$ cat config.mk
export PLATFORM = sky130hd
export DESIGN_NAME = weighted_modulus_check_digit_core
export DESIGN_NICKNAME = d
export VERILOG_FILES = /design/src/rtl/wmcd_pkg.sv /design/src/rtl/wmcd_ctrl.sv /design/src/rtl/wmcd_dpath.sv /design/src/rtl/weighted_modulus_check_digit_core.sv
export SDC_FILE = /design/constraint.sdc
export NUM_CORES = 1
export LEC_CHECK = 0
export ABC_AREA = 1
export BUFFER_PORTS_ARGS = -buffer_cell sky130_fd_sc_hd__buf_2
export CAP_MARGIN = 20
export CORE_MARGIN = 1.5
export CORE_UTILIZATION = 50
export CTS_BUF_LIST = sky130_fd_sc_hd__clkbuf_16
export DETAILED_ROUTE_END_ITERATION = 6
export PLACE_DENSITY = 0.69
export SYNTH_ARGS = -nofsm -noshare
export SYNTH_HDL_FRONTEND = slang
export SYNTH_SLANG_ARGS = --single-unit
$ cat constraint.sdc
create_clock -name clk_i -period 10.7 [get_ports clk_i]
set_clock_uncertainty 0.2 [all_clocks]
set_input_delay 1.07 -clock clk_i [delete_from_list [all_inputs] [get_ports clk_i]]
set_output_delay 1.07 -clock clk_i [all_outputs]
set_load 0.05 [all_outputs]
$ cat src/rtl/wmcd_pkg.sv
// Package for the weighted modulus check digit block: types, codes and constants.
`default_nettype none
package wmcd_pkg;

  // Field widths
  localparam int unsigned CharW   = 8;
  localparam int unsigned WeightW = 7;
  localparam int unsigned StatusW = 3;
  localparam int unsigned ModW    = 8;
  localparam int unsigned CodeW   = 3;
  localparam int unsigned SumW    = 18;
  localparam int unsigned ProdW   = 11;
  localparam int unsigned StepW   = $clog2(SumW);
  localparam int unsigned AddrW   = 3;

  // Reciprocal of ten, exact for operands below 16384
  localparam int unsigned RecipW     = 13;
  localparam int unsigned RecipShift = 16;
  localparam logic [RecipW-1:0] Recip10 = RecipW'(6554);

  localparam logic [CharW-1:0] CharZero = 8'h30;
  localparam logic [CharW-1:0] CharNine = 8'h39;
  localparam logic [SumW-1:0]  SumMax   = {SumW{1'b1}};

  // Status codes
  localparam logic [StatusW-1:0] StPass       = 3'd0;
  localparam logic [StatusW-1:0] StFail       = 3'd1;
  localparam logic [StatusW-1:0] StBadModulus = 3'd2;
  localparam logic [StatusW-1:0] StNonNumeric = 3'd3;
  localparam logic [StatusW-1:0] StNoWeight   = 3'd4;
  localparam logic [StatusW-1:0] StBadCode    = 3'd5;

  // Two-digit handling codes
  localparam logic [CodeW-1:0] ActError     = 3'd1;
  localparam logic [CodeW-1:0] ActCrossfoot = 3'd2;
  localparam logic [CodeW-1:0] ActZero      = 3'd3;

  // Configuration register indexes
  localparam logic [AddrW-1:0] CfgModulus   = 3'd0;
  localparam logic [AddrW-1:0] CfgWeighting = 3'd1;
  localparam logic [AddrW-1:0] CfgCrossfoot = 3'd2;
  localparam logic [AddrW-1:0] CfgCodeEqual = 3'd3;
  localparam logic [AddrW-1:0] CfgCodeOther = 3'd4;

  typedef enum logic [1:0] {
    StIdle,
    StAcc,
    StDiv,
    StFin
  } state_e;

  // Controller to datapath
  typedef struct packed {
    logic load_item;
    logic acc;
    logic div_step;
    logic finish;
  } cmd_t;

  // Datapath to controller
  typedef struct packed {
    logic item_last;
    logic div_done;
    logic out_free;
  } stat_t;

endpackage
`default_nettype wire

$ cat src/rtl/wmcd_ctrl.sv
// Controller state machine: sequences accumulate, remainder and finish steps.
`default_nettype none
module wmcd_ctrl import wmcd_pkg::*; (
  input  wire logic  clk_i,
  input  wire logic  rst_ni,
  input  wire logic  in_valid_i,
  output logic       in_ready_o,
  input  wire stat_t stat_i,
  output cmd_t       cmd_o
);

  state_e state_q, state_d;

  // Hold the state
  always_ff @(posedge clk_i or negedge rst_ni) begin
    if (!rst_ni) begin
      state_q <= StIdle;
    end else begin
      state_q <= state_d;
    end
  end

  // Next state
  always_comb begin
    state_d = state_q;
    unique case (state_q)
      StIdle: begin
        if (in_valid_i) begin
          state_d = stat_i.item_last ? StDiv : StAcc;
        end
      end
      StAcc: state_d = StIdle;
      StDiv: begin
        if (stat_i.div_done) begin
          state_d = StFin;
        end
      end
      StFin: begin
        if (stat_i.out_free) begin
          state_d = StIdle;
        end
      end
      default: state_d = StIdle;
    endcase
  end

  // Commands
  always_comb begin
    in_ready_o = 1'b0;
    cmd_o      = '0;
    unique case (state_q)
      StIdle: begin
        in_ready_o    = 1'b1;
        cmd_o.load_item = in_valid_i;
      end
      StAcc:  cmd_o.acc      = 1'b1;
      StDiv:  cmd_o.div_step = 1'b1;
      StFin:  cmd_o.finish   = stat_i.out_free;
      default: ;
    endcase
  end

endmodule
`default_nettype wire

$ cat src/rtl/wmcd_dpath.sv
// Datapath: configuration, digit accumulation, bit-serial remainder and result register.
`default_nettype none
module wmcd_dpath import wmcd_pkg::*; #(
  parameter int unsigned MAX_DIGITS = 256
) (
  input  wire logic                 clk_i,
  input  wire logic                 rst_ni,
  // configuration
  input  wire logic                 cfg_valid_i,
  input  wire logic [AddrW-1:0]     cfg_addr_i,
  input  wire logic [ModW-1:0]      cfg_data_i,
  // input word fields
  input  wire logic [CharW-1:0]     char_code_i,
  input  wire logic [WeightW-1:0]   weight_i,
  input  wire logic                 weight_present_i,
  input  wire logic                 last_i,
  // result word
  output logic                      out_valid_o,
  input  wire logic                 out_ready_i,
  output logic [StatusW-1:0]        status_o,
  output logic [CharW-1:0]          expected_digit_o,
  // control
  input  wire cmd_t                 cmd_i,
  output stat_t                     stat_o
);

  localparam int unsigned CntW = $clog2(MAX_DIGITS);
  localparam logic [CntW-1:0] CntLimit = CntW'(MAX_DIGITS - 1);

  // Configuration registers
  logic [ModW-1:0]  modulus_q;
  logic             weighting_q, crossfoot_q;
  logic [CodeW-1:0] code_equal_q, code_other_q;

  always_ff @(posedge clk_i or negedge rst_ni) begin
    if (!rst_ni) begin
      modulus_q    <= ModW'(10);
      weighting_q  <= 1'b0;
      crossfoot_q  <= 1'b0;
      code_equal_q <= ActError;
      code_other_q <= ActError;
    end else if (cfg_valid_i) begin
      unique case (cfg_addr_i)
        CfgModulus:   modulus_q    <= cfg_data_i;
        CfgWeighting: weighting_q  <= cfg_data_i[0];
        CfgCrossfoot: crossfoot_q  <= cfg_data_i[0];
        CfgCodeEqual: code_equal_q <= cfg_data_i[CodeW-1:0];
        CfgCodeOther: code_other_q <= cfg_data_i[CodeW-1:0];
        default: ;
      endcase
    end
  end

  // Item registers: the weighted product is formed at acceptance
  logic [CharW-1:0] char_q;
  logic [ProdW-1:0] prod_q;
  logic             wp_q;

  always_ff @(posedge clk_i) begin
    if (cmd_i.load_item) begin
      char_q <= char_code_i;
      prod_q <= ProdW'(char_code_i[3:0]) * ProdW'(weight_i);
      wp_q   <= weight_present_i;
    end
  end

  // Field state and remainder registers
  logic [SumW-1:0]    sum_q;
  logic [StatusW-1:0] sticky_q;
  logic [CntW-1:0]    cnt_q;
  logic [ModW-1:0]    rem_q;
  logic [StepW-1:0]   step_q;
  logic [ModW:0]      shifted;

  // Crossfoot the product: tens plus units
  logic [ProdW+RecipW-1:0] p_scaled;
  logic [ProdW-1:0]        p_tens, p_units, p_cross;
  always_comb begin
    p_scaled = (ProdW+RecipW)'(prod_q) * (ProdW+RecipW)'(Recip10);
    p_tens   = ProdW'(p_scaled >> RecipShift);
    p_units  = prod_q - ((p_tens << 3) + (p_tens << 1));
    p_cross  = p_tens + p_units;
  end

  // Work out the addend and any data error
  logic             is_digit;
  logic [ProdW-1:0] addend;
  logic [SumW:0]    sum_ext;
  always_comb begin
    is_digit = (char_q >= CharZero) && (char_q <= CharNine);
    if (!weighting_q) begin
      addend = ProdW'(char_q[3:0]);
    end else if (crossfoot_q && (prod_q > ProdW'(9))) begin
      addend = p_cross;
    end else begin
      addend = prod_q;
    end
    sum_ext = {1'b0, sum_q} + (SumW+1)'(addend);
  end

  // Field state and bit-serial remainder
  assign shifted = {rem_q, sum_q[SumW-1]};

  always_ff @(posedge clk_i or negedge rst_ni) begin
    if (!rst_ni) begin
      sum_q    <= '0;
      sticky_q <= StPass;
      cnt_q    <= '0;
      rem_q    <= '0;
      step_q   <= '0;
    end else if (cmd_i.finish) begin
      sum_q    <= '0;
      sticky_q <= StPass;
      cnt_q    <= '0;
    end else if (cmd_i.load_item) begin
      rem_q  <= '0;
      step_q <= '0;
    end else if (cmd_i.div_step) begin
      // one remainder bit per cycle, dividend shifts out of the sum
      sum_q  <= sum_q << 1;
      step_q <= step_q + StepW'(1);
      if (shifted >= {1'b0, modulus_q}) begin
        rem_q <= ModW'(shifted - {1'b0, modulus_q});
      end else begin
        rem_q <= shifted[ModW-1:0];
      end
    end else if (cmd_i.acc && (sticky_q == StPass) && (cnt_q < CntLimit)) begin
      if (!is_digit) begin
        sticky_q <= StNonNumeric;
      end else if (weighting_q && !wp_q) begin
        sticky_q <= StNoWeight;
      end else begin
        sum_q <= sum_ext[SumW] ? SumMax : sum_ext[SumW-1:0];
        cnt_q <= cnt_q + CntW'(1);
      end
    end
  end

  // Check value and its two-digit handling
  logic [ModW-1:0]        val, v_tens, v_units, val_fin;
  logic [ModW+RecipW-1:0] v_scaled;
  logic [CodeW-1:0]       action;
  logic [StatusW-1:0]     res_status;
  logic [CharW-1:0]       res_exp;
  logic [CharW-1:0]       char_off;
  always_comb begin
    val      = modulus_q - rem_q;
    v_scaled = (ModW+RecipW)'(val) * (ModW+RecipW)'(Recip10);
    v_tens   = ModW'(v_scaled >> RecipShift);
    v_units  = val - ((v_tens << 3) + (v_tens << 1));
    action   = (val == modulus_q) ? code_equal_q : code_other_q;
    char_off = char_q - CharZero;
    val_fin  = val;
    res_exp  = '0;
    res_status = StPass;
    if (modulus_q == '0) begin
      res_status = StBadModulus;
    end else if (sticky_q != StPass) begin
      res_status = sticky_q;
    end else begin
      if (val > ModW'(9)) begin
        case (action)
          ActError:     res_status = StFail;
          ActCrossfoot: val_fin    = v_tens + v_units;
          ActZero:      val_fin    = '0;
          default:      res_status = StBadCode;
        endcase
      end
      if (res_status == StPass) begin
        res_exp    = val_fin;
        res_status = ((char_q >= CharZero) && (char_off == val_fin)) ? StPass : StFail;
      end
    end
  end

  // Result register: holds a word until taken
  logic               out_valid_q;
  logic [StatusW-1:0] out_status_q;
  logic [CharW-1:0]   out_exp_q;

  always_ff @(posedge clk_i or negedge rst_ni) begin
    if (!rst_ni) begin
      out_valid_q <= 1'b0;
    end else if (cmd_i.finish) begin
      out_valid_q <= 1'b1;
    end else if (out_ready_i) begin
      out_valid_q <= 1'b0;
    end
  end

  always_ff @(posedge clk_i) begin
    if (cmd_i.finish) begin
      out_status_q <= res_status;
      out_exp_q    <= res_exp;
    end
  end

  assign out_valid_o      = out_valid_q;
  assign status_o         = out_status_q;
  assign expected_digit_o = out_exp_q;

  // Status to the controller
  assign stat_o.item_last = last_i;
  assign stat_o.div_done  = (step_q == StepW'(SumW - 1));
  assign stat_o.out_free  = !out_valid_q || out_ready_i;

endmodule
`default_nettype wire

$ cat src/rtl/weighted_modulus_check_digit_core.sv
// A data word is accepted, then accumulated into the field sum; a check word is
// accepted, then its remainder is worked out in the bit-serial remainder unit
// (one bit of the 18-bit sum per cycle), and the result is registered on finish.
// The input takes no new word until the current one is done; a check word holds the input
// longer while the previous result still waits to be taken.
// Reset (rst_ni low, asynchronous) clears the field state and restores registers.
`default_nettype none
module weighted_modulus_check_digit_core import wmcd_pkg::*; #(
  parameter int unsigned MAX_DIGITS = 256
) (
  input  wire logic        clk_i,
  input  wire logic        rst_ni,
  // configuration write channel
  input  wire logic        cfg_valid_i,
  output logic             cfg_ready_o,
  input  wire logic [2:0]  cfg_addr_i,
  input  wire logic [7:0]  cfg_data_i,
  // input stream
  input  wire logic        s_axis_tvalid_i,
  output logic             s_axis_tready_o,
  input  wire logic [15:0] s_axis_tdata_i,   // [7:0] char_code, [14:8] weight, [15] zero
  input  wire logic        s_axis_tuser_i,   // [0] weight_present
  input  wire logic        s_axis_tlast_i,
  // result stream
  output logic             m_axis_tvalid_o,
  input  wire logic        m_axis_tready_i,
  output logic [15:0]      m_axis_tdata_o    // [2:0] status, [10:3] expected_digit, [15:11] zero
);

  cmd_t               cmd;
  stat_t              stat;
  logic [StatusW-1:0] status;
  logic [CharW-1:0]   expected_digit;
  logic               pad_unused;

  assign cfg_ready_o = 1'b1;
  assign pad_unused  = s_axis_tdata_i[15];

  wmcd_ctrl u_ctrl (
    .clk_i      (clk_i),
    .rst_ni     (rst_ni),
    .in_valid_i (s_axis_tvalid_i),
    .in_ready_o (s_axis_tready_o),
    .stat_i     (stat),
    .cmd_o      (cmd)
  );

  wmcd_dpath #(
    .MAX_DIGITS (MAX_DIGITS)
  ) u_dpath (
    .clk_i            (clk_i),
    .rst_ni           (rst_ni),
    .cfg_valid_i      (cfg_valid_i),
    .cfg_addr_i       (cfg_addr_i),
    .cfg_data_i       (cfg_data_i),
    .char_code_i      (s_axis_tdata_i[7:0]),
    .weight_i         (s_axis_tdata_i[14:8]),
    .weight_present_i (s_axis_tuser_i),
    .last_i           (s_axis_tlast_i),
    .out_valid_o      (m_axis_tvalid_o),
    .out_ready_i      (m_axis_tready_i),
    .status_o         (status),
    .expected_digit_o (expected_digit),
    .cmd_i            (cmd),
    .stat_o           (stat)
  );

  // Pack the result word, padding bits tied low
  assign m_axis_tdata_o = {5'b0 & {5{pad_unused}}, expected_digit, status};

endmodule
`default_nettype wire

==> reports/results.md <==
| Parameter | This run | Unit |
| --- | --- | --- |
| Run status | finished clean | - |
| Post-detailed-route count of antenna-violating nets | 0 | - |
| Type of the tightest min-delay check | reg -> reg | - |
| Filler instances | 2274 | - |
| Cell repeated most along the worst path | inv_1 | - |
| Global-route wire length before repair | 43800 | µm |
| Share of synthesized registers carrying an async set or reset | 65.9 | % |
| Total wirelength of the detailed-routed design | 26200 | µm |
| Instance count of the mapped netlist | 1520 | - |
| Unrepaired setup endpoints after global routing | false | - |
| Clock insertion delay at the later pin of the skew report | 350 | ps |
| Hold buffer count at cts | 0 | - |
| Detailed router's first-iteration violation count | 577 | - |
| Crit-path max FO | 7 | - |
| Proportion of netlist area held by the largest area contributor | 21.1 | % |
| Fraction of final layout cells sized beyond drive strength 1 | 8.72 | % |
| Port Buffer Count | 45 | - |
| Count of unique library cells instantiated by Yosys | 60 | - |
| Synthesized area | 0.0119 | mm² |
| Clock Tree Buf Depth | 2 | - |
| Mean instance size in the synthesized netlist | 7.84 | µm² |
| Crit path DAT | 9800 | ps |
| Critical Path Start Type | flop | - |
| DRC violations left | 0 | - |
| Maximum number of pins on one net before global-route repair | 61 | - |
| Endpoint required time on the critical path | 10720 | ps |
| Number of nets in the layout | 1874 | - |
| Total Negative Setup Slacks | 0 | ps |
| Slew HR | 30.2 | % |
| Path type of the worst setup path | reg -> reg | - |
| Critical Path Max Stage Delay | 580 | ps |
| Final number of hold-violating endpoints | 0 | - |
| Height of the die | 157 | µm |
| Ys Warns | 0 | - |
| Overflow after GRT | 0 | - |
| Via count normalized by instance count | 5.21 | - |
| Post-route worst setup slack | 924 | ps |
| Wire length per cell after detailed routing | 13.9 | µm |
| Slowest cell on the critical path | fa_1 | - |
| Number of antenna violations at the first check in global routing | 0 | - |
| CTS H-Tree Depth | 3 | - |
| Max Slew Vio Count | 0 | - |
| Number of global-route vias before repair | 9331 | - |
| Achievable frequency | 0.102 | GHz |
| Initial Util | 51.0 | % |
| Final critical-path required period | 9780 | ps |
| RD Place Congestion | 0.919 | - |
| Vias | 9854 | - |
| CORE AREA | 0.0234 | mm² |
| Flip-flop and latch count after synthesis | 91 | - |
| Die Footprint | 0.0248 | mm² |
| Clock slew at the register clock pins of the worst setup and hold paths | 70 | ps |
| Sinks on Clock Net | 91 | - |
| Maximum capacitance violations | 0 | - |
| # rows | 56 | - |
| Post-synth top flop | dfrtp_1 | - |
| Placed Area | 0.0125 | mm² |
| Num CTS Buffers | 9 | - |
| # IOs | 53 | - |
| Most common cell after layout, fill and taps aside | inv_1 | - |
| CTS tree | yes | - |
| Number of synthesized flops with an enable pin | 31 | - |
| Cell at the root of the clock tree | clkbuf_16 | - |
| Final worst path period share | 91.4 | % |
| First-pass iteration count of the detailed router | 5 | - |
| Largest area contributor in the netlist | ha_1 | - |
| Finished Cell Area | 0.0128 | mm² |
| Pre-CTS setup slack | 778 | ps |
| Final HPWL DP | 21700 | µm |
| Relative area change from synthesis to final layout | 7.44 | % |
| Horizontal extent of the die | 157 | µm |
| Aggregate global-route resource usage | 22.0 | % |
| Layout Utilization | 54.7 | % |
| Total of endpoints with negative setup slack in the final report | 0 | - |
| Part of the Yosys area used for sequential elements | 20.4 | % |
| Commonest non-fill, non-tap cells in the layout | inv_1, nand2_1, ha_1 | - |
| Tightest Pin Transition | 1040 | ps |
| Type of element capturing the critical path | flop | - |
| Antenna diodes | 0 | - |
| Cell types with the largest area share after synthesis | ha_1, fa_1, dfrtp_1 | - |
-- state kept, by name, indices dropped and copies added, names as in the netlist --
signal,flops
u_dpath.weighting_q,1
u_dpath.out_valid_o,1
u_dpath.char_q,8
u_dpath.sum_q,18
u_dpath.sticky_q,2
u_ctrl.state_q,2
u_dpath.code_equal_q,3
u_dpath.rem_q,8
u_dpath.step_q,5
u_dpath.prod_q,11
u_dpath.status_o,3
u_dpath.crossfoot_q,1
u_dpath.wp_q,1
u_dpath.code_other_q,3
u_dpath.expected_digit_o,8
u_dpath.cnt_q,8
u_dpath.modulus_q,8
-- metrics by stage --
step / hold WS [ps] / instances
global placement: 300 / 1872
CTS: 324 / 1887
global route: 348 / 1891
floorplan: 254 / 1524
finish: 317 / 1891
detailed placement: 306 / 1872
-- path summary, 6_finish.rpt --
path	to	startpoint	depth (start not counted)	slack, ps
min in group asynchronous	u_dpath.step_q[4]$_DFFE_PN0P_	rst_ni	2	680
max in group asynchronous	u_dpath.code_other_q[2]$_DFFE_PN0P_	rst_ni	2	9100
max	u_dpath.sum_q[12]$_DFFE_PN0P_	u_dpath.prod_q[5]$_DFFE_PP_	49	920
min	u_dpath.code_equal_q[0]$_DFFE_PN1P_	u_dpath.code_equal_q[0]$_DFFE_PN1P_	2	320
max reg2reg	u_dpath.sum_q[12]$_DFFE_PN0P_	u_dpath.prod_q[5]$_DFFE_PP_	49	920
min reg2reg	u_dpath.code_equal_q[0]$_DFFE_PN1P_	u_dpath.code_equal_q[0]$_DFFE_PN1P_	2	320
-- metal layers --
layer | up-vias | wire length [µm] | track usage (%)
li1 | 4995 | - | -
met1 | 4615 | 13000 | 32.2
met2 | 222 | 11800 | 35.3
met3 | 22 | 1290 | 2.97
met4 | 0 | 219 | 3.46
met5 | - | 0 | 0
-- synth_stat cells (5+ instances only) --
library cell / n
nand4_1: 20
inv_2: 12
nor2_1: 91
edfxtp_1: 31
a32o_1: 5
o21ai_1: 7
o21ai_0: 74
ha_1: 201
nand2_1: 248
inv_1: 322
dfrtp_1: 56
nand3_2: 8
o22ai_1: 13
a21oi_1: 100
clkbuf_1: 11
nor3_1: 10
nand3_1: 69
nand2_2: 19
fa_1: 71
xnor2_1: 16
a21o_1: 10
buf_4: 8
xor2_1: 44
-- cells by family after synthesis --
group / count (synthesis) / synth area share, %
buffers and inverters: 357 / 11.5
adder cells (fa/ha/maj): 274 / 33.2
AO/OA/AOI/OAI: 243 / 11.6
other: 2 / 0.0630
XOR/XNOR: 60 / 4.41
flip-flops: 91 / 20.4
AND/OR/NAND/NOR: 493 / 18.8
-- layout make-up --
type | instances | area (µm²) | share of cell area [%]
timing repair buffer | 53 | 285 | 2.23
clock buffer | 10 | 250 | 1.95
tap | 319 | 399 | 3.12
sequential | 91 | 2440 | 19.0
clock inverter | 5 | 35.0 | 0.273
inverter | 337 | 1270 | 9.92
multi-input combinational | 1076 | 8130 | 63.5
-- worst max-delay path, delay by kind of cell (launching register included) --
kind                       cells  cell delay, ps
buffers and inverters         14            1290
adders and majority gates     10            4440
and+or+nand+nor                9             880
xor gates and xnor gates       1             170
DFF                            1             560
AOI/OAI and AO/OA             15            2110
-- repair_timing --
action	in CTS	in global routing
resized for setup	0	2
setup buffers	0	4
endpoints found under the setup margin	0	12
endpoints found under the hold margin	0	0
Power is not shown: default switching activity piles up to over one toggle a cycle in this logic, so the estimate is an artifact.
